File: config.mk
export PLATFORM = sky130hd
export DESIGN_NAME = lrfd_tap_cell
export DESIGN_NICKNAME = d
export VERILOG_FILES = /design/src/rtl/lrfd_pkg.sv /design/src/rtl/lrfd_tap_cell.sv
export SDC_FILE = /design/constraint.sdc
export NUM_CORES = 1
export LEC_CHECK = 0
export BUFFER_PORTS_ARGS = -buffer_cell sky130_fd_sc_hd__buf_2
export CAP_MARGIN = 40
export CELL_PAD_IN_SITES_DETAIL_PLACEMENT = 2
export CELL_PAD_IN_SITES_GLOBAL_PLACEMENT = 2
export CORE_MARGIN = 3
export CORE_UTILIZATION = 28
export DETAILED_ROUTE_END_ITERATION = 8
export GPL_TIMING_DRIVEN = 0
export PLACE_DENSITY = 0.85
export SLEW_MARGIN = 20
export SYNTH_ARGS = -nofsm -noshare
export SYNTH_HDL_FRONTEND = slang
export SYNTH_SLANG_ARGS = --single-unit
File: constraint.sdc
create_clock -name clock -period 0.8 [get_ports clock]
set_input_delay 0.16 -clock clock [delete_from_list [all_inputs] [get_ports clock]]
set_output_delay 0.16 -clock clock [all_outputs]
set_load 0.02 [all_outputs]
File: src/rtl/lrfd_pkg.sv
// ----------------------------------------------------------------------------
// lrfd_pkg
// Shared types, constants and helpers of the four-direction run tracker.
// ----------------------------------------------------------------------------
package lrfd_pkg;

   localparam int unsigned LINE_DEPTH = 1024;
   localparam int unsigned ADDR_W     = 10;
   localparam int unsigned PIX_W      = 8;
   localparam int unsigned RUN_W      = 11;
   localparam int unsigned SIDE_W     = 11;
   localparam int unsigned CSR_IDX_W  = 2;
   localparam int unsigned CSR_DATA_W = 11;

   localparam logic [SIDE_W-1:0] RESET_GRID_WIDTH  = 11'd8;
   localparam logic [SIDE_W-1:0] RESET_GRID_HEIGHT = 11'd8;
   localparam logic [PIX_W-1:0]  RESET_MARK_CODE   = 8'd35;

   typedef enum logic [CSR_IDX_W-1:0] {
      CSR_GRID_WIDTH  = 2'd0,
      CSR_GRID_HEIGHT = 2'd1,
      CSR_MARK_CODE   = 2'd2
   } csr_index_type;

   // one line store entry: byte and the three runs that end at it
   typedef struct packed {
      logic [PIX_W-1:0] pixel;
      logic [RUN_W-1:0] vrun;
      logic [RUN_W-1:0] drun;
      logic [RUN_W-1:0] arun;
   } line_entry_type;

   function automatic logic [SIDE_W-1:0] clamp_side(input logic [SIDE_W-1:0] v);
      logic [SIDE_W-1:0] r;
      if (v == '0) begin
         r = SIDE_W'(1);
      end else if (v > SIDE_W'(LINE_DEPTH)) begin
         r = SIDE_W'(LINE_DEPTH);
      end else begin
         r = v;
      end
      return r;
   endfunction

endpackage

File: src/rtl/lrfd_tap_cell.sv
// ----------------------------------------------------------------------------
// lrfd_tap_cell
// One window cell over the previous row; takes its neighbor's entry per beat.
// ----------------------------------------------------------------------------
module lrfd_tap_cell (
   input  logic                     clock,
   input  logic                     shift_en,
   input  lrfd_pkg::line_entry_type entry_in,
   output lrfd_pkg::line_entry_type entry_out
);
   import lrfd_pkg::*;

   line_entry_type entry_ff;

   always_ff @(posedge clock) begin
      if (shift_en) begin
         entry_ff <= entry_in;
      end
   end

   assign entry_out = entry_ff;

endmodule

# Yosys cells after proc, flatten, opt, wreduce, memory -nomap -nowiden
# Index checks and enable logic that the tools add are counted.
# word_totals
ff_bits,41
out_inout_bits,41

# Logic depth before layout (Yosys ltp)
# Gate-level depths: netlist of run 1.
# depth
word_depth,0
depth_mapped,0
depth_no_buf,0

# Worst setup path before layout of run 1
# Ideal clock, no wire load.
# synth_path
path_type,register to output
startpoint,"register entry_ff, in the netlist entry_out[0]"
endpoint,output entry_out[0] in the netlist's numbering
arrival_time_ps,449
required_time_ps,640
path_slack_ps,191
path_stages_with_launch,1
path_buffers,0
path_cell_list,edfxtp_1
# synth_rtl
element,line_no,rtl
"start, declared",lrfd_tap_cell.sv:13,line_entry_type entry_ff;
"start signal, assigned",lrfd_tap_cell.sv:17,entry_ff <= entry_in;
"end, declared",lrfd_tap_cell.sv:9,output lrfd_pkg::line_entry_type entry_out
# No word-level cell between the ends.

# Final worst setup path of run 1
# layout_path
startpoint,"register entry_ff, in the netlist entry_out[13]"
endpoint,output entry_out[13] in the netlist's numbering
# No word-level cell between the ends.

==> results of run 1 <==
[routing by layer]
| metal | part of all wire | vias up | global-route usage | wire [um] |
|---|---|---|---|---|
| li1 | - | 342 | - | - |
| met5 | 0 | - | 0 | 0 |
| met1 | 0.29 | 358 | 0.0994 | 808 |
| met3 | 0.14 | 5 | 0.0693 | 377 |
| met4 | 0.010 | 0 | 0.0313 | 28 |
| met2 | 0.56 | 52 | 0.202 | 1550 |
[what timing repair did]
item                                   in CTS  in global routing
endpoints found under the hold margin       0                  0
pin swaps                                   0                  0
setup endpoints to repair                  82                 41
gates cloned                                0                  0
hold buffers                                0                  0
resized for setup                          21                 32
[cell families after synthesis]
| family | after synthesis | share of synthesized area |
|---|---|---|
| DFF | 41 | 1.00 |
[stage by stage]
step                      utilization  area (sq um)  power [mW]
after floorplan                     -          1230        2.87
after global placement          0.415          1710        3.14
after detailed placement        0.415          1710        3.17
after CTS                       0.451          1850        4.47
after global routing            0.475          1950        4.70
final                           0.475          1950        4.48
[cells in the mapped netlist, drive strengths merged]
cell	instances
edfxtp	41
[layout by cell type, fill, tap and decap left out]
cell | netlist | layout
buf_6 | 0 | 26
edfxtp_1 | 41 | 41
clkinv_1 | 0 | 1
clkinvlp_4 | 0 | 1
clkbuf_8 | 0 | 5
buf_2 | 0 | 56
buf_4 | 0 | 1
[how the worst max path moves through the flow]
stage	from	cells past startpoint	to
finish	entry_out[13]$_DFFE_PP_	1	entry_out[13]
global route	entry_out[13]$_DFFE_PP_	1	entry_out[13]
CTS	entry_out[13]$_DFFE_PP_	1	entry_out[13]
detailed placement	shift_en	1	entry_out[7]$_DFFE_PP_
global placement	shift_en	1	entry_out[1]$_DFFE_PP_
floorplan	entry_out[0]$_DFFE_PP_	0	entry_out[0]
[area by class of cell]
cell class | instances | area [sq um] | share of cell area
sequential | 41 | 1230 | 0.630
timing repair buffer | 83 | 581 | 0.297
clock buffer | 5 | 68.8 | 0.0352
tap | 50 | 62.6 | 0.0320
clock inverter | 2 | 11.3 | 0.00576
[power by group]
part | total, mW | internal, mW | switching [mW] | leakage [nW]
Clock | 1.23 | 0.585 | 0.648 | 0.0377
Combinational | 0.634 | 0.297 | 0.338 | 0.382
Sequential | 2.61 | 2.55 | 0.0601 | 0.401
Total | 4.48 | 3.44 | 1.05 | 0.821
==> impl_metrics.toml, run 1 <==
[outcome]
status = "finished, violations left"
violations = "negative setup slack"

[route]
vias_per_cell = 4.18
vias = 757
wirelength_mm = 2.77
route.detailed.drc = 0
drt-pass1-iter-count = 2
ant_nets = 0
drt-initial-drc-count = 93
avgRoutedWirePerCell_um = 15.3

[sta]
maxSlewHeadroom = 0.660
whs_ns = 0.0501
final.min_clock_period_ns = 0.998
max_freq_ghz = 1.00
finalHoldViolCount = 0
rsz0062_at_grt = "yes"
tns_ns = -6.84
report.final.slew_viol_count = 0
period_share = 1.25
setup_violations = 41
finalWorstSetupSlack_ns = -0.198
worst_pin_slew_ns = 0.509

[synth]
synth_cell_types = 1
yosys_register_bits = 41
synth.avg_cell_area_sq_um = 30.0
synth_top_area_frac = 1.00
synthesis.nets = 84
syn_area_sq_um = 1230
yosysSeqAreaShare = 1.00
syn_inst = 41
netlist_top_cells_area = "edfxtp_1"
synth_top_area_cell = "edfxtp_1"
ys_warn_count = 0

[worst_setup_path]
critPathMaxStageDelay_ns = 0.41
cp_num_buf_inv = 1
worst_ep_arrival_time_ns = 0.84
crit_family = "flip-flops"
cp_slowest_cell = "edfxtp_1"
cp_max_fo = 1
endpoint_kind = "primary output"
worstPathRequired_ns = 0.64
critPathKind = "register to primary output"
startpoint_type = "register"
path_cells = "buf_6"

[finish]
fill_cells = 391
antenna-diode-count = 0
area_growth_pct = 58.7
multi_input_gates = 0
layout.cells.non_filler = 181
largest_reg_flops = 41
nets = 174
multiInputGateArea_sq_um = 0
drive_gt1_frac = 0.679

[power_and_ir_drop]
vdd_ir_drop_max_mv = 1.18
p_per_area_nw_per_um2 = 2290
leakage_nw = 0.821

[global_route]
first_global_vias = 841
grt_max_degree = 42
grt_pass1_wl_mm = 4.22
grt_antenna_before_repair = 0
grt_use_total = 0.110
grt-ovfl-total = 0

[die]
die_height_um = 72.3
core-area_sq_um = 4120
start_util = 0.299
fp.dieW_um = 72.3
rows = 23
io_pins = 84
die_area_sq_um = 5230

[place]
place_congestion = 0.627
dp_cells = 174
hpwl_mm = 2.19
portBuffers = 83
dp_slack_ns = -0.447

[clock_network]
cts_tree = "built"
ctsRootBufferMaster = "clkbuf_8"
cts_setup_buffers = 0
cts_max_level = 2
ctsLongestPathBuffers = 2
cts.sinks = 41
cts_made_buffers = 5
clkTransAtPathRegs_ns = 0.07

[worst_hold_path]
holdPathStages = 1
min_from = "entry_in[33]"
hold_path_class = "primary input to register"
min_to = "entry_out[33]$_DFFE_PP_"

[run]
cap_viol_max_count = 0
Note: power is estimated with default switching activity, not from simulation.
==> run 2, diff against run 1 <==
--- a/config.mk
+++ b/config.mk
@@ -6,15 +6,16 @@
 export NUM_CORES = 1
 export LEC_CHECK = 0
 export BUFFER_PORTS_ARGS = -buffer_cell sky130_fd_sc_hd__buf_2
-export CAP_MARGIN = 40
 export CELL_PAD_IN_SITES_DETAIL_PLACEMENT = 2
 export CELL_PAD_IN_SITES_GLOBAL_PLACEMENT = 2
 export CORE_MARGIN = 3
 export CORE_UTILIZATION = 28
 export DETAILED_ROUTE_END_ITERATION = 8
+export GPL_ROUTABILITY_DRIVEN = 0
 export GPL_TIMING_DRIVEN = 0
 export PLACE_DENSITY = 0.85
 export SLEW_MARGIN = 20
 export SYNTH_ARGS = -nofsm -noshare
 export SYNTH_HDL_FRONTEND = slang
 export SYNTH_SLANG_ARGS = --single-unit
+export TNS_END_PERCENT = 10
==> run 2 against run 1 <==
Against the previous run: the flow still finishes with violations (negative setup slack); sequential power is essentially flat; sequential share of layout area grew 4.1 points; flip-flop and latch count is the same; wire length grew 0.90%; setup slack lost 0.0029 ns; non-clock buffer count is the same.
==> impl_metrics.toml, run 2 (same netlist as run 1, synthesis figures left out) <==
[global_route]
first_global_vias = 840
grt_max_degree = 42
grt_antenna_before_repair = 0
grt_pass1_wl_mm = 4.20
grt-ovfl-total = 0
grt_use_total = 0.110

[sta]
whs_ns = 0.0506
report.final.slew_viol_count = 0
max_freq_ghz = 0.999
period_share = 1.25
maxSlewHeadroom = 0.658
tns_ns = -6.76
setup_violations = 41
rsz0062_at_grt = "yes"
worst_pin_slew_ns = 0.514
finalHoldViolCount = 0
finalWorstSetupSlack_ns = -0.201
final.min_clock_period_ns = 1.00

[finish]
largest_reg_flops = 41
nets = 174
layout.cells.non_filler = 181
final_util = 0.446
area_growth_pct = 49.1
antenna-diode-count = 0
fin_area_sq_um = 1840
multi_input_gates = 0
final_common_cell = "buf_2"
final_cell_mix = "buf_2, edfxtp_1, buf_6"
drive_gt1_frac = 0.679
final-seq-area_sq_um = 1230
fill_cells = 406
multiInputGateArea_sq_um = 0

[clock_network]
ctsLongestPathBuffers = 2
ctsRootBufferMaster = "clkbuf_8"
cts_made_buffers = 5
cts_tree = "built"
cts_max_level = 2
cts.sinks = 41
clkTransAtPathRegs_ns = 0.08

[route]
avgRoutedWirePerCell_um = 15.4
vias_per_cell = 4.15
vias = 751
drt-pass1-iter-count = 3
drt-initial-drc-count = 87
route.detailed.drc = 0
ant_nets = 0
wirelength_mm = 2.79

[worst_setup_path]
cp_max_fo = 1
endpoint_kind = "primary output"
critPathKind = "register to primary output"
cp_slowest_cell = "edfxtp_1"
worstPathRequired_ns = 0.64
startpoint_type = "register"
worst_ep_arrival_time_ns = 0.84
crit_family = "flip-flops"
critPathMaxStageDelay_ns = 0.41
path_cells = "buf_6"
cp_num_buf_inv = 1

[die]
die_height_um = 72.3
io_pins = 84
start_util = 0.299
core-area_sq_um = 4120
rows = 23
fp.dieW_um = 72.3
die_area_sq_um = 5230

[outcome]
status = "finished, violations left"
violations = "negative setup slack"

[power_and_ir_drop]
p_total_mw = 4.38
leakage_nw = 0.781
p_per_area_nw_per_um2 = 2380
vdd_ir_drop_max_mv = 1.16

[place]
dp_cells = 174
dpl-instance-area_sq_um = 1710
hpwl_mm = 2.19
portBuffers = 83
dp_slack_ns = -0.447

[run]
cap_viol_max_count = 0

[worst_hold_path]
hold_path_class = "primary input to register"
min_from = "entry_in[23]"
min_to = "entry_out[23]$_DFFE_PP_"
holdPathStages = 1
[run 2: cell count changes in the layout (fill, tap and decap cells not counted)]
cell / delta
buf_6: -19
buf_2: +19
[run 2: repair_timing]
| action | 4_1_cts | 5_1_grt |
|---|---|---|
| hold buffers | 0 | 0 |
| pin swaps | 0 | 0 |
| resized for setup | 11 | 4 |
| buffers inserted | 0 | 0 |
| endpoints found under the setup margin | 82 | 41 |
[run 2: worst max path at each step]
| stage | from | to | slack, ns | cells past startpoint |
|---|---|---|---|---|
| after global routing | entry_out[13]$_DFFE_PP_ | entry_out[13] | -0.25 | 1 |
| final | entry_out[13]$_DFFE_PP_ | entry_out[13] | -0.20 | 1 |
| after floorplan | entry_out[0]$_DFFE_PP_ | entry_out[0] | 0.19 | 0 |
| after CTS | entry_out[13]$_DFFE_PP_ | entry_out[13] | -0.22 | 1 |
| after global placement | shift_en | entry_out[1]$_DFFE_PP_ | -0.38 | 1 |
| after detailed placement | shift_en | entry_out[7]$_DFFE_PP_ | -0.45 | 1 |
[run 2: where the power goes]
group / internal [mW] / switching, mW
sequential: 2.55 / 0.0424
combinational: 0.211 / 0.338
clock: 0.585 / 0.649
total: 3.35 / 1.03
[run 2: per-layer routing]
| metal | vias to the layer above | global-route usage | share of wire |
|---|---|---|---|
| met2 | 52 | 0.202 | 0.56 |
| met3 | 2 | 0.0693 | 0.12 |
| met5 | - | 0 | 0 |
| met1 | 355 | 0.0975 | 0.32 |
| met4 | 0 | 0.0313 | 0.0021 |
| li1 | 342 | - | - |
[run 2: cell type report]
| class | count | area share |
|---|---|---|
| flip-flops and latches | 41 | 0.671 |
| repair buffers | 83 | 0.252 |
| clock buffers | 5 | 0.0375 |
| well taps | 50 | 0.0341 |
| clock inverters | 2 | 0.00613 |
==> run 3, diff against run 2 <==
--- a/config.mk
+++ b/config.mk
@@ -10,9 +10,9 @@
 export CELL_PAD_IN_SITES_GLOBAL_PLACEMENT = 2
 export CORE_MARGIN = 3
 export CORE_UTILIZATION = 28
+export CTS_CLUSTER_SIZE = 40
 export DETAILED_ROUTE_END_ITERATION = 8
 export GPL_ROUTABILITY_DRIVEN = 0
-export GPL_TIMING_DRIVEN = 0
 export PLACE_DENSITY = 0.85
 export SLEW_MARGIN = 20
 export SYNTH_ARGS = -nofsm -noshare
==> run 3 against run 2 <==
Against the previous run: the flow still finishes with violations (negative setup slack); setup slack gained 0.011 ns; core utilization grew 0.52 points; global-route usage shrank 0.082 points; sequential share of layout area shrank 0.77 points; final cell count grew 1.7%; die area is the same; clock-buffer cell count grew 1; critical path type unchanged; hold slack lost 0.0034 ns; wire length shrank 1.2%; sequential power is essentially flat; fmax grew 1.1%; largest power group unchanged.
==> impl_metrics.toml, run 3 (same netlist as run 1, synthesis figures left out) <==
[sta]
final.min_clock_period_ns = 0.991
rsz0062_at_grt = "yes"
tns_ns = -7.05
setup_violations = 41
max_freq_ghz = 1.01
finalHoldViolCount = 0
worst_pin_slew_ns = 0.128
maxSlewHeadroom = 0.915
report.final.slew_viol_count = 0
finalWorstSetupSlack_ns = -0.191
period_share = 1.24

[worst_hold_path]
holdPathStages = 1
hold_path_class = "primary input to register"

[route]
route.detailed.drc = 0
drt-pass1-iter-count = 3
avgRoutedWirePerCell_um = 15.0
topRoutingLayerUsed = "met4"
ant_nets = 0
route.met3.wl_um = 317
wl_met2_mm = 1.54
wirelength_mm = 2.76
drt-initial-drc-count = 63
vias_per_cell = 4.20
drt-met1-wl_um = 900
vias = 773

[die]
core-area_sq_um = 4120
fp.dieW_um = 72.3
rows = 23
die_area_sq_um = 5230
start_util = 0.299
die_height_um = 72.3
io_pins = 84

[worst_setup_path]
worstPathRequired_ns = 0.64
endpoint_kind = "primary output"
cp_slowest_cell = "edfxtp_1"
critPathMaxStageDelay_ns = 0.40
endpoint = "entry_out[1]"
cp.depth = 1
critPathLaunch = "entry_out[1]$_DFFE_PP_"
cp_num_buf_inv = 1
startpoint_type = "register"
critPathKind = "register to primary output"
path_cells = "buf_6"
cp_max_fo = 1
crit_family = "flip-flops"
worst_ep_arrival_time_ns = 0.83

[finish]
fill_cells = 418
final_cell_mix = "buf_2, edfxtp_1, clkbuf_8"
layout.cells.non_filler = 184
nets = 176
largest_reg_flops = 41
multi_input_gates = 0
multiInputGateArea_sq_um = 0
antenna-diode-count = 0
drive_gt1_frac = 0.687
final_common_cell = "buf_2"
area_growth_pct = 50.8

[power_and_ir_drop]
p_per_area_nw_per_um2 = 2370
p_total_mw = 4.40
vdd_ir_drop_max_mv = 1.45
leakage_nw = 0.800

[global_route]
grt_max_degree = 23
grt-ovfl-total = 0
first_global_vias = 853
grt_antenna_before_repair = 0
grt_use_total = 0.109
grt_pass1_wl_mm = 4.13

[clock_network]
cts.sinks = 41
cts_setup_buffers = 0
cts-resized-gates = 2
cts_max_level = 2
cts_tree = "built"
cts_made_buffers = 5
ctsHoldBuffers = 0
ctsRootBufferMaster = "clkbuf_8"
clkTransAtPathRegs_ns = 0.08
ctsLongestPathBuffers = 2

[outcome]
status = "finished, violations left"
violations = "negative setup slack"

[place]
dp_cells = 176
dp_slack_ns = 0.00259
portBuffers = 83

[run]
cap_viol_max_count = 0
-- run 3: cell count changes in the layout (fill, tap and decap cells not counted), sizes merged --
cell | previous run | this run
clkbuf | 5 | 6
clkinv | 1 | 2
clkinvlp | 1 | 0
buf | 83 | 85
-- run 3: layout make-up --
type                  instances  area [sq um]  share of cell area
tap                          50          62.6              0.0337
sequential                   41          1230               0.663
clock buffer                  6          72.6              0.0391
clock inverter                2          10.0             0.00539
timing repair buffer         85           480               0.259
-- run 3: power by group --
group	switching (mW)	total, mW	internal (mW)
Sequential	0.0448	2.60	2.55
Clock	0.650	1.25	0.604
Combinational	0.339	0.554	0.215
-- run 3: how the worst min path moves through the flow --
stage	to	slack, ns	start
2_1_floorplan	entry_out[0]$_DFFE_PP_	0.26	entry_in[0]
3_3_place_gp	entry_out[11]$_DFFE_PP_	0.34	entry_in[11]
3_5_place_dp	entry_out[34]$_DFFE_PP_	0.34	entry_in[34]
4_1_cts	entry_out[39]$_DFFE_PP_	0.03	entry_in[39]
5_1_grt	entry_out[14]$_DFFE_PP_	0.02	entry_in[14]
6_report	entry_out[39]$_DFFE_PP_	0.05	entry_in[39]
-- run 3: per-stage QoR --
step	instance area [sq um]	util	hold WS, ns
finish	1860	0.451	0.0472
global route	1860	0.451	0.0234
CTS	1840	0.447	0.0336
detailed placement	1750	0.425	0.338
global placement	1750	0.425	0.336
floorplan	1230	-	0.259
-- run 3: layer usage --
| layer | vias up | track usage |
|---|---|---|
| met3 | 2 | 0.0512 |
| met2 | 54 | 0.191 |
| li1 | 349 | - |
| met4 | 0 | 0.0313 |
| met1 | 368 | 0.117 |
| met5 | - | 0 |
