## src/rtl/lrfd_pkg.sv

```systemverilog
// ----------------------------------------------------------------------------
// lrfd_pkg
// Shared types, constants and helpers of the four-direction run tracker.
// ----------------------------------------------------------------------------
package lrfd_pkg;

   localparam int unsigned LINE_DEPTH = 1024;
   localparam int unsigned ADDR_W     = 10;
   localparam int unsigned PIX_W      = 8;
   localparam int unsigned RUN_W      = 11;
   localparam int unsigned SIDE_W     = 11;
   localparam int unsigned CSR_IDX_W  = 2;
   localparam int unsigned CSR_DATA_W = 11;

   localparam logic [SIDE_W-1:0] RESET_GRID_WIDTH  = 11'd8;
   localparam logic [SIDE_W-1:0] RESET_GRID_HEIGHT = 11'd8;
   localparam logic [PIX_W-1:0]  RESET_MARK_CODE   = 8'd35;

   typedef enum logic [CSR_IDX_W-1:0] {
      CSR_GRID_WIDTH  = 2'd0,
      CSR_GRID_HEIGHT = 2'd1,
      CSR_MARK_CODE   = 2'd2
   } csr_index_type;

   // one line store entry: byte and the three runs that end at it
   typedef struct packed {
      logic [PIX_W-1:0] pixel;
      logic [RUN_W-1:0] vrun;
      logic [RUN_W-1:0] drun;
      logic [RUN_W-1:0] arun;
   } line_entry_type;

   function automatic logic [SIDE_W-1:0] clamp_side(input logic [SIDE_W-1:0] v);
      logic [SIDE_W-1:0] r;
      if (v == '0) begin
         r = SIDE_W'(1);
      end else if (v > SIDE_W'(LINE_DEPTH)) begin
         r = SIDE_W'(LINE_DEPTH);
      end else begin
         r = v;
      end
      return r;
   endfunction

endpackage

```

## src/rtl/lrfd_run_cell.sv

```systemverilog
// ----------------------------------------------------------------------------
// lrfd_run_cell
// Extends a run when the byte matches its neighbor, saturating at the cap.
// ----------------------------------------------------------------------------
module lrfd_run_cell #(
   parameter int unsigned RunCap = 1024
) (
   input  logic                        has_neighbor,
   input  logic [lrfd_pkg::PIX_W-1:0]  pixel,
   input  logic [lrfd_pkg::PIX_W-1:0]  neighbor_pixel,
   input  logic [lrfd_pkg::RUN_W-1:0]  prior_run,
   output logic [lrfd_pkg::RUN_W-1:0]  run
);
   import lrfd_pkg::*;

   localparam logic [RUN_W-1:0] CapVal = RUN_W'(RunCap);

   logic [RUN_W-1:0] extended;

   assign extended = (prior_run < CapVal) ? prior_run + RUN_W'(1) : CapVal;

   always_comb begin
      if (has_neighbor && (pixel == neighbor_pixel)) begin
         run = extended;
      end else begin
         run = RUN_W'(1);
      end
   end

endmodule

```

## config.mk

```make
export PLATFORM = sky130hd
export DESIGN_NAME = lrfd_run_cell
export DESIGN_NICKNAME = d
export VERILOG_FILES = /design/src/rtl/lrfd_pkg.sv /design/src/rtl/lrfd_run_cell.sv
export SDC_FILE = /design/constraint.sdc
export NUM_CORES = 1
export LEC_CHECK = 0
export CAP_MARGIN = 40
export CORE_AREA = 3 3 40 42
export DETAILED_ROUTE_END_ITERATION = 8
export DIE_AREA = 0 0 43 45
export DONT_BUFFER_PORTS = 1
export PLACE_DENSITY = 0.38
export SYNTH_ARGS = -nofsm -noshare
export SYNTH_HDL_FRONTEND = slang
export SYNTH_SLANG_ARGS = --single-unit
```

## constraint.sdc

```tcl
create_clock -name vclk -period 1.4
set_clock_uncertainty 0.1 [all_clocks]
set_input_delay 0.21 -clock vclk [all_inputs]
set_output_delay 0.21 -clock vclk [all_outputs]
set_load 0.02 [all_outputs]
```

Word level (Yosys, flattened, before mapping) --
Index checks and enable logic that the tools add are counted.
Cells by class: bitwise logic cells 0, magnitude comparators 1, reduce and logical (&&, ||, !) cells 1, mux-type cells 2, shift-type cells 0, $add $sub $neg 1, div/mod/pow operators 0, eq/ne operators 1, multipliers 0
Operators with widths (number):
- 2-to-1 mux 11 bit | 2
- adder 11 x 1 -> 11 bit (second input constant) | 1
- < comparator 11 bit (second input constant) | 1
- equality test 8 bit | 1
- logical AND 1 bit | 1
Word-level totals: output and inout bits 11, bits in writable memories 0, memories 0, bits in read-only memories 0, bits in registers 0, word-level logic and storage cells 6, bits in latches 0

Longest topological paths before layout --
Gate-level depths: netlist of run 1.
depth after elaboration 3, gate-level depth with buffers 5, mapped depth without buffers 5

Worst setup path before layout of run 1 --
OpenSTA, ideal clock, no wires.
kind input port to output port, start in neighbor_pixel[0] (netlist bit), end out run[2] (netlist bit), arrival time 1203 ps, slack -113 ps, cell stages on the path 4, cell sequence inv_1 > a222oi_1 > nand4_2 > nor2_1
On the way: word-level cells in the longest chain between the ends 3
Ends and longest elaborated chain:
- from (decl) | line lrfd_run_cell.sv:10 | input logic [lrfd_pkg::PIX_W-1:0] neighbor_pixel,
- equality test 8 bit | line lrfd_run_cell.sv:23 | if (has_neighbor && (pixel == neighbor_pixel)) begin
- logical AND 1 bit | line lrfd_run_cell.sv:23
- 2-to-1 mux 11 bit | line lrfd_run_cell.sv:23
- to (decl) | line lrfd_run_cell.sv:12 | output logic [lrfd_pkg::RUN_W-1:0] run
No other way between the ends.

Worst setup path after layout of run 1 --
start in pixel[0] (netlist bit), end out run[8] (netlist bit)
On the way: word-level cells in the longest chain between the ends 3
Ends and longest elaborated chain:
- from (decl) | line lrfd_run_cell.sv:9 | input logic [lrfd_pkg::PIX_W-1:0] pixel,
- equality test 8 bit | line lrfd_run_cell.sv:23
- logical AND 1 bit | line lrfd_run_cell.sv:23
- 2-to-1 mux 11 bit | line lrfd_run_cell.sv:23
No other way between the ends.

==> results of run 1 <==
## cell usage in the layout (no fill, tap or decap)
cell,Yosys,layout
sky130_fd_sc_hd__buf_4,0,10
sky130_fd_sc_hd__xor2_1,9,9
sky130_fd_sc_hd__nor2_1,10,7
sky130_fd_sc_hd__xnor2_1,4,4
sky130_fd_sc_hd__inv_1,4,3
sky130_fd_sc_hd__nor2_2,0,3
sky130_fd_sc_hd__nand2_1,3,3
sky130_fd_sc_hd__nor3_1,3,2
sky130_fd_sc_hd__nand4_1,2,2
sky130_fd_sc_hd__nand3_1,2,2
sky130_fd_sc_hd__buf_6,0,2
sky130_fd_sc_hd__nor3_2,0,1
sky130_fd_sc_hd__or2b_1,1,1
sky130_fd_sc_hd__nand2b_1,1,1
sky130_fd_sc_hd__o2111a_1,1,1
sky130_fd_sc_hd__inv_4,0,1
sky130_fd_sc_hd__a222oi_1,1,1
sky130_fd_sc_hd__nand4_2,1,1
sky130_fd_sc_hd__and4_1,1,1
sky130_fd_sc_hd__and3_1,1,1
sky130_fd_sc_hd__nor2b_2,1,1
sky130_fd_sc_hd__and4_2,1,1
sky130_fd_sc_hd__o21ai_2,0,1
sky130_fd_sc_hd__a31o_2,1,1
sky130_fd_sc_hd__and2_4,0,1
sky130_fd_sc_hd__ha_1,1,1
## Yosys cell counts, drive strengths merged
cell type / number
xor2: 9
a222oi: 1
nor2: 10
o2111a: 1
and4: 2
or2b: 1
inv: 4
xnor2: 4
nand2b: 1
and2: 1
nor2b: 1
nand2: 3
nand4: 3
o21ai: 1
ha: 1
a31o: 1
and3: 1
nand3: 2
nor3: 3
## power breakdown
group | total, uW | switching, uW | internal (uW)
combinational | 67.1 | 27.5 | 39.6
sequential | 0 | 0 | 0
clock | 0 | 0 | 0
## area by class of cell
| class | count | area share, % |
|---|---|---|
| Tap cell | 15 | 4.021 |
| Timing Repair Buffer | 12 | 20.91 |
| Multi-Input combinational cell | 46 | 71.31 |
| Inverter | 4 | 3.753 |
## path summary, 6_finish.rpt
kind	slack (ns)	endpoint	startpoint
worst max-delay path	-0.10	run[8]	pixel[0]
worst min-delay path	0.40	run[0]	prior_run[0]
## kinds of logic after synthesis
| group | Yosys count | synth area share, % |
|---|---|---|
| and+or+nand+nor | 28 | 46.39 |
| xor gates and xnor gates | 13 | 34.60 |
| AOI/OAI and AO/OA | 4 | 10.65 |
| buffers and inverters | 4 | 4.561 |
| adders and majority gates | 1 | 3.802 |
## stage by stage
step                util, %  instances  worst slack [ns]  power (uW)  TNS, ns
finish                36.32         77           -0.1045       67.10  -0.9144
floorplan                 -         50           -0.1126       48.26  -0.9209
CTS                   35.05         77           -0.1047       64.75  -0.9097
detailed placement    33.50         76           -0.2305       63.84   -1.935
global route          36.32         77           -0.1583       76.69   -1.297
global placement      33.50         76           -0.2086       63.32   -1.704
## critical path, stage by stage
cell,delay (ns)
sky130_fd_sc_hd__a222oi_1,0.41
sky130_fd_sc_hd__nand4_2,0.16
sky130_fd_sc_hd__buf_6,0.17
sky130_fd_sc_hd__nor2_1,0.10
sky130_fd_sc_hd__buf_4,0.14
## routing by layer
layer  global-route usage [%]  part of all wire (%)  wire length (um)  vias up
met5                        0                     0                 0        -
met4                        0                     0                 0        0
met3                    3.586                    19               163        0
met2                    15.27                    49               421       25
met1                    9.762                    31               266      160
li1                         -                     -                 -      199
## timing repair
action                                  4_1_cts  5_1_grt
hold endpoints to repair                      0        0
buffers inserted                              1        0
endpoints found under the setup margin       11       11
pin swaps                                     3        2
gates resized for setup                       6        5
==> impl.org, run 1 <==
** Floorplan
- Boundary pin count :: 39
- The initialized floorplan defines 13 standard-cell rows.
- The die covers about 1900 sq um.
- Die extent in y :: about 45 um
- Placeable Area :: about 1300 sq um
- The initial utilization of the core area, before any placement, comes to about a quarter.
- DIE WIDTH :: between 40 and 50 um

** Yosys
- Post-synthesis net count :: 79
- Sequential share of the synthesized area :: 0%
- Counting every instance in the synthesized netlist gives 50.
- A synthesized cell averages roughly 6.6 sq um.
- Yosys warnings :: 0
- Summing every instance area after synthesis gives around 330 sq um.
- Cell variety after synth :: 21
- Library cell with the largest summed area after synthesis :: sky130_fd_sc_hd__xor2_1
- Most area-consuming cells after synthesis :: sky130_fd_sc_hd__xor2_1 24%, sky130_fd_sc_hd__nor2_1 11%, sky130_fd_sc_hd__xnor2_1 11%
- After synthesis, the largest area contributor takes up 23.95% of total cell area.

** Timing
- After layout, the worst setup slack is -0.1045 ns.
- At the pin with the least slew margin, the transition time is roughly 0.4 ns.
- Shortest clock period the worst path allows after layout :: between 1.5 and 2 ns
- Unrepaired setup endpoints after global routing :: true
- Derived from the worst setup path, the maximum achievable clock frequency is 0.6647 GHz.
- Worst Hold Slack :: 0.4030 ns
- The count of pins over their slew limit was 0.
- In this run the tightest slew margin relative to its limit is between 70% and 80%.
- The final critical path takes up 107.5% of the cycle.
- Setup violations remaining at the end of the flow were counted as 10.
- The number of hold-slack violations in the final timing report came to 0.

** GRT
- The via count of the first global-routing pass came to roughly 330.
- The total overflow left after global routing is 0.
- Maximum number of pins on one net before global-route repair :: 10
- Initial antenna violation count :: 0
- Across every metal layer, demand over resource in global routing totals 8.375%.
- Global-route wire length before repair :: between 1 and 1.5 mm

** Clock tree
- Hold_buf cts :: 0

** Finish
- Area occupied by multi-input gates :: roughly 330 sq um
- After the last flow step, the layout net total stands at a little over 90.
- Filler cells :: between 100 and 150
- Registers take 0 sq um.
- Seq_cells :: 0
- Number of clock-tree buffers in the layout :: 0
- Antenna Diode Count :: 0
- Fraction of final layout cells with drive strength greater than 1 :: 37.10%
- From synthesis to final layout, the design area changed by 41.83%.
- Final instance area :: 466.7 sq um

** Critical path
- Endpoint class of the critical path :: primary output
- Along the worst path, the maximum fanout reaches 9.
- Data arrival time of the critical path :: 1.19 ns
- Setup CP Type :: in2out
- The worst setup path is launched from an input pin.
- STA puts the critical path data required time at 1.09 ns.

** Detailed routing
- Using the TritonRoute via totals, the vias-per-cell ratio works out to ~5.0.
- The first detailed-routing pass took 4 iterations.
- Across all layers, the routed design uses 384 vias.
- Overall routed net length :: roughly 850 um
- Post-detailed-route count of antenna-violating nets :: 0
- In this run, the number of DRC markers left after iteration 0 of detailed routing was 3.
- Residual DRC count :: 0
- Post-detailed-route wirelength per cell :: approximately 11 um

** Place
- The congestion estimate from routability-driven global placement came to between 0.7 and 0.8.
- Placed instance area :: roughly 430 sq um
- Detailed placement finished with a half-perimeter wire length of 792.7 um.
- Number of port buffers :: 0

** Power
- Power per standard cell area :: about 140 nW/um^2
- VDD IR-drop max :: between 0.05 and 0.06 mV
- The analysis attributes to cell leakage a power of 0.0002018 uW.

** Hold path
- HP Class :: in2out
- Hold Path Depth :: 1

** Flow run
- Maximum Capacitance Violations :: 0

** Outcome
- Run status :: complete, but fails checks
- The final reports fail on setup timing.
(Power assumes the default switching activity.)
==> run 2, diff against run 1 <==
--- a/config.mk
+++ b/config.mk
@@ -5,12 +5,13 @@
 export SDC_FILE = /design/constraint.sdc
 export NUM_CORES = 1
 export LEC_CHECK = 0
+export ABC_AREA = 1
 export CAP_MARGIN = 40
 export CORE_AREA = 3 3 40 42
 export DETAILED_ROUTE_END_ITERATION = 8
 export DIE_AREA = 0 0 43 45
 export DONT_BUFFER_PORTS = 1
-export PLACE_DENSITY = 0.38
+export PLACE_DENSITY = 0.44
 export SYNTH_ARGS = -nofsm -noshare
 export SYNTH_HDL_FRONTEND = slang
 export SYNTH_SLANG_ARGS = --single-unit
==> run 2 against run 1 <==
The flow now finishes without violations. First-iteration DRC count is 67% lower. Via count is 19% higher. Die area stayed put. Critical endpoint is now run[6]. Non-clock buffer count is 2 lower. Power is 44% higher. Maximum frequency is 8.2% higher. Critical path depth is 4 higher. Hold slack better by 0.098 ns. Global-route usage is 0.75 points higher. Sequential cell count stayed put.
==> impl.org, run 2 <==
** Power
- Internal power :: 43.49 uW (+9.9%)
- The reported net switching power was 53.43 uW (+94%).
- The overall power consumption was 96.92 uW (+44%).
- The fraction of power spent switching nets is 55.13% (+14 points).
- Portion of total power attributed to combinational logic :: 100.0% (about the same)
- The cell leakage power is 0.0002813 uW (+39%).
- The maximum resistive drop on vdd was 0.06699 mV (+15%).
- Clk pwr share :: 0% (unchanged)
- The sequential group share of total power is 0% (unchanged).
- Power per standard cell area :: 158.7 nW/um^2 (+10%)

** Yosys
- Sequential share of the synthesized area :: 0% (unchanged)
- sky130_fd_sc_hd__nand2_1 takes more of the synthesized area than any other cell.
- The count of different cell masters after synthesis was 16 (-24%).
- By area, the combinational part of the netlist is dominated by simple AND/OR/NAND/NOR gates.
- The share of the synthesized area in the top cell type was 18.29% (-5.7 points).
- Area share of xor/xnor cells in the synthesized design :: 19.21% (-15 points)
- Most area-consuming cells after synthesis :: sky130_fd_sc_hd__nand2_1 18%, sky130_fd_sc_hd__xor2_1 15%, sky130_fd_sc_hd__inv_1 15%
- Adder-Cell Fraction of Synth Area :: 3.049% (-0.75 points)
- The fraction of the mapped netlist area in simple logic gates is 55.49% (+9.1 points).
- Post-synthesis area per instance :: 5.261 sq um (-20%)
- Fraction of synthesized area in multiplexers :: 0% (unchanged)
- Yosys instantiated no cell more often than sky130_fd_sc_hd__nand2_1.
- The synthesized-area fraction occupied by ao, oa, aoi and oai cells is 6.707% (-3.9 points).
- Top cell types by occurrence after synthesis :: 20 x sky130_fd_sc_hd__nand2_1, 16 x sky130_fd_sc_hd__inv_1, 14 x sky130_fd_sc_hd__nor2_1
- Total standard cell area after synthesis :: 410.4 sq um (+25%)
- Mapped Cells :: 78 (+56%)
- Post-synthesis net count :: 107 (+35%)
- The number of synthesis warnings was 0 (unchanged).

** Floorplan
- The area inside the core boundary was 1285 sq um (unchanged).
- The width of the die is 43 um (unchanged).
- The number of I/O pins is 39 (unchanged).
- The standard-cell row count came to 13 (unchanged).
- The starting utilization of the core area is 31.94% (+6.3 points).
- The full die area is 1935 sq um (unchanged).
- The overall die height is 45 um (unchanged).

** Finish
- The area of the multi-input gates is 422.9 sq um (+27%).
- The post-route cell area came to 610.6 sq um (+31%).
- Compared with the post-synthesis result, the final layout area differs by 48.78%.
- Number of nets in the layout :: 119 (+28%)
- The number of clock buffers in the layout was 0 (unchanged).
- Antenna Diode Count :: 0 (unchanged)
- The library cells used most frequently in the layout, excluding fill and tap cells, are 13 x sky130_fd_sc_hd__nand2_1, 8 x sky130_fd_sc_hd__nor2_2, 8 x sky130_fd_sc_hd__inv_1, 8 x sky130_fd_sc_hd__buf_4, 7 x sky130_fd_sc_hd__xor2_1.
- The fraction of final layout cells with drive strength greater than 1 was 52.27% (+15 points).
- Most common cell after layout, fill and taps aside :: sky130_fd_sc_hd__nand2_1
- Filler cells :: 146 (-0.68%)
- The sequential cell count came to 0 (unchanged).
- The flip-flop and latch area is 0 sq um (unchanged).

** Flow run
- Maximum Capacitance Violations :: 0 (unchanged)

** Critical path
- The most critical setup path has its endpoint at run[6].
- The worst setup path is launched from an input pin.
- Critical-path maximum fanout :: 8 (-1)
- The data required time of the worst path came to 1.09 ns (about the same).
- Data arrival time of the critical path :: 1.08 ns (-0.11 ns)
- The critical path in this run is classified as in2out.
- STA classifies the critical path endpoint as a primary output.
- Critical path startpoint :: neighbor_pixel[5]

** GRT
- Initial antenna violation count :: 0 (unchanged)
- Global-route wire length before repair :: 1.476 mm (+9.2%)
- The overall track demand over capacity in global routing came to 9.121% (+0.75 points).
- The largest net degree at the start of global routing is 9 (-1).
- Via count of the first global-routing pass :: 368 (+11%)
- The overflow left after global routing was 0 (unchanged).

** Timing
- Setup slack of the critical path after layout :: 0.009151 ns (+0.1137 ns)
- Shortest clock period the worst path allows after layout :: 1.391 ns (-0.1137 ns)
- The ratio of final minimum period to clock period came to 99.35% (-8.1 points).
- The count of pins over their slew limit was 0 (unchanged).
- Unrepaired setup endpoints after global routing :: true
- Final count of hold timing violations :: 0 (unchanged)
- Setup_tns :: 0 ns (+0.9144 ns)
- Worst-margin pin slew :: 0.4836 ns (+0.08545 ns)
- The worst relative slew slack was 67.62% (-5.8 points).
- Maximum clock rate :: 0.7190 GHz (+8.2%)
- The final number of setup-violating endpoints is 0 (-10).

** Detailed routing
- The count of TritonRoute iterations in the first routing pass was 4 (unchanged).
- Uppermost signal routing layer after detailed routing :: met3
- The mean number of vias per cell is 4.447 (-11%).
- Met1 WL :: 390 um (+47%)
- The final antenna-violating net count was 0 (unchanged).
- Vias after detailed routing :: 458 (+19%)
- Post-detailed-route wirelength per cell :: 10.30 um (-6.8%)
- The amount of wire on met2 after detailed routing is 530 um (+26%).
- The post-detailed-route DRC marker count came to 0 (unchanged).
- Overall routed net length :: 1.061 mm (+25%)
- The sum of met3 wire segment lengths after detailed routing came to 140 um (-14%).
- The DRC violation total after the first TritonRoute iteration is 1 (-2).

** Place
- The global placer's final weighted congestion came to 0.6720 (-11%).
- Number of port buffers :: 0 (unchanged)
- DPL Wire Length :: 855.8 um (+8.0%)
- Placed instance area :: 494.2 sq um (+15%)
- Post-placement worst setup slack :: 0.009122 ns (+0.2396 ns)

** Outcome
- Run status :: completed

** Hold path
- HP Class :: in2out
- The hold path depth came to 2 (+1).

** Clock tree
- The number of hold buffers added after CTS is 0 (unchanged).
-- run 2: critical path, stage by stage --
cell                      delay (ns)
sky130_fd_sc_hd__inv_2          0.01
sky130_fd_sc_hd__nand2_1        0.05
sky130_fd_sc_hd__nand2_1        0.04
sky130_fd_sc_hd__inv_1          0.06
sky130_fd_sc_hd__nand3_2        0.09
sky130_fd_sc_hd__nor2_4         0.17
sky130_fd_sc_hd__nand3_4        0.17
sky130_fd_sc_hd__nor2_1         0.13
sky130_fd_sc_hd__buf_4          0.15
-- run 2: area by class of cell --
cell class | instances | share of cell area, %
Tap cell | 15 | 3.074
Timing Repair Buffer | 10 | 13.52
Multi-Input combinational cell | 61 | 69.26
Inverter | 17 | 14.14
-- run 2: layer usage --
layer | global-route usage, % | vias to the layer above
li1 | - | 252
met1 | 13.10 | 184
met2 | 14.67 | 22
met3 | 2.390 | 0
met4 | 0 | 0
met5 | 0 | -
-- run 2: cells by family after synthesis --
group,Yosys count
buffers and inverters,17
and+or+nand+nor,47
AOI/OAI and AO/OA,4
adders and majority gates,1
xor gates and xnor gates,9
-- run 2: stage by stage --
step,cells,hold slack [ns],util (%)
finish,103,0.5015,47.52
global route,103,0.5180,47.52
CTS,101,0.5034,38.46
detailed placement,101,0.5034,38.46
global placement,101,0.5034,38.46
floorplan,78,0.4930,-
-- run 2: worst min path at each step --
stage,startpoint,end
floorplan,prior_run[0],run[0]
global placement,prior_run[2],run[2]
detailed placement,prior_run[2],run[2]
CTS,prior_run[2],run[2]
global route,prior_run[2],run[2]
finish,prior_run[2],run[2]
-- run 2: repair_timing --
item                                    in CTS  in global routing
gates resized for setup                      0                 40
setup buffers                                0                  2
endpoints found under the setup margin       0                 10
-- run 2: power by group through the flow --
stage | Clock, uW | Sequential [uW] | Combinational (uW)
floorplan | 0 | 0 | 66.2
global placement | 0 | 0 | 75.8
detailed placement | 0 | 0 | 76.0
CTS | 0 | 0 | 76.3
global route | 0 | 0 | 110
finish | 0 | 0 | 96.9
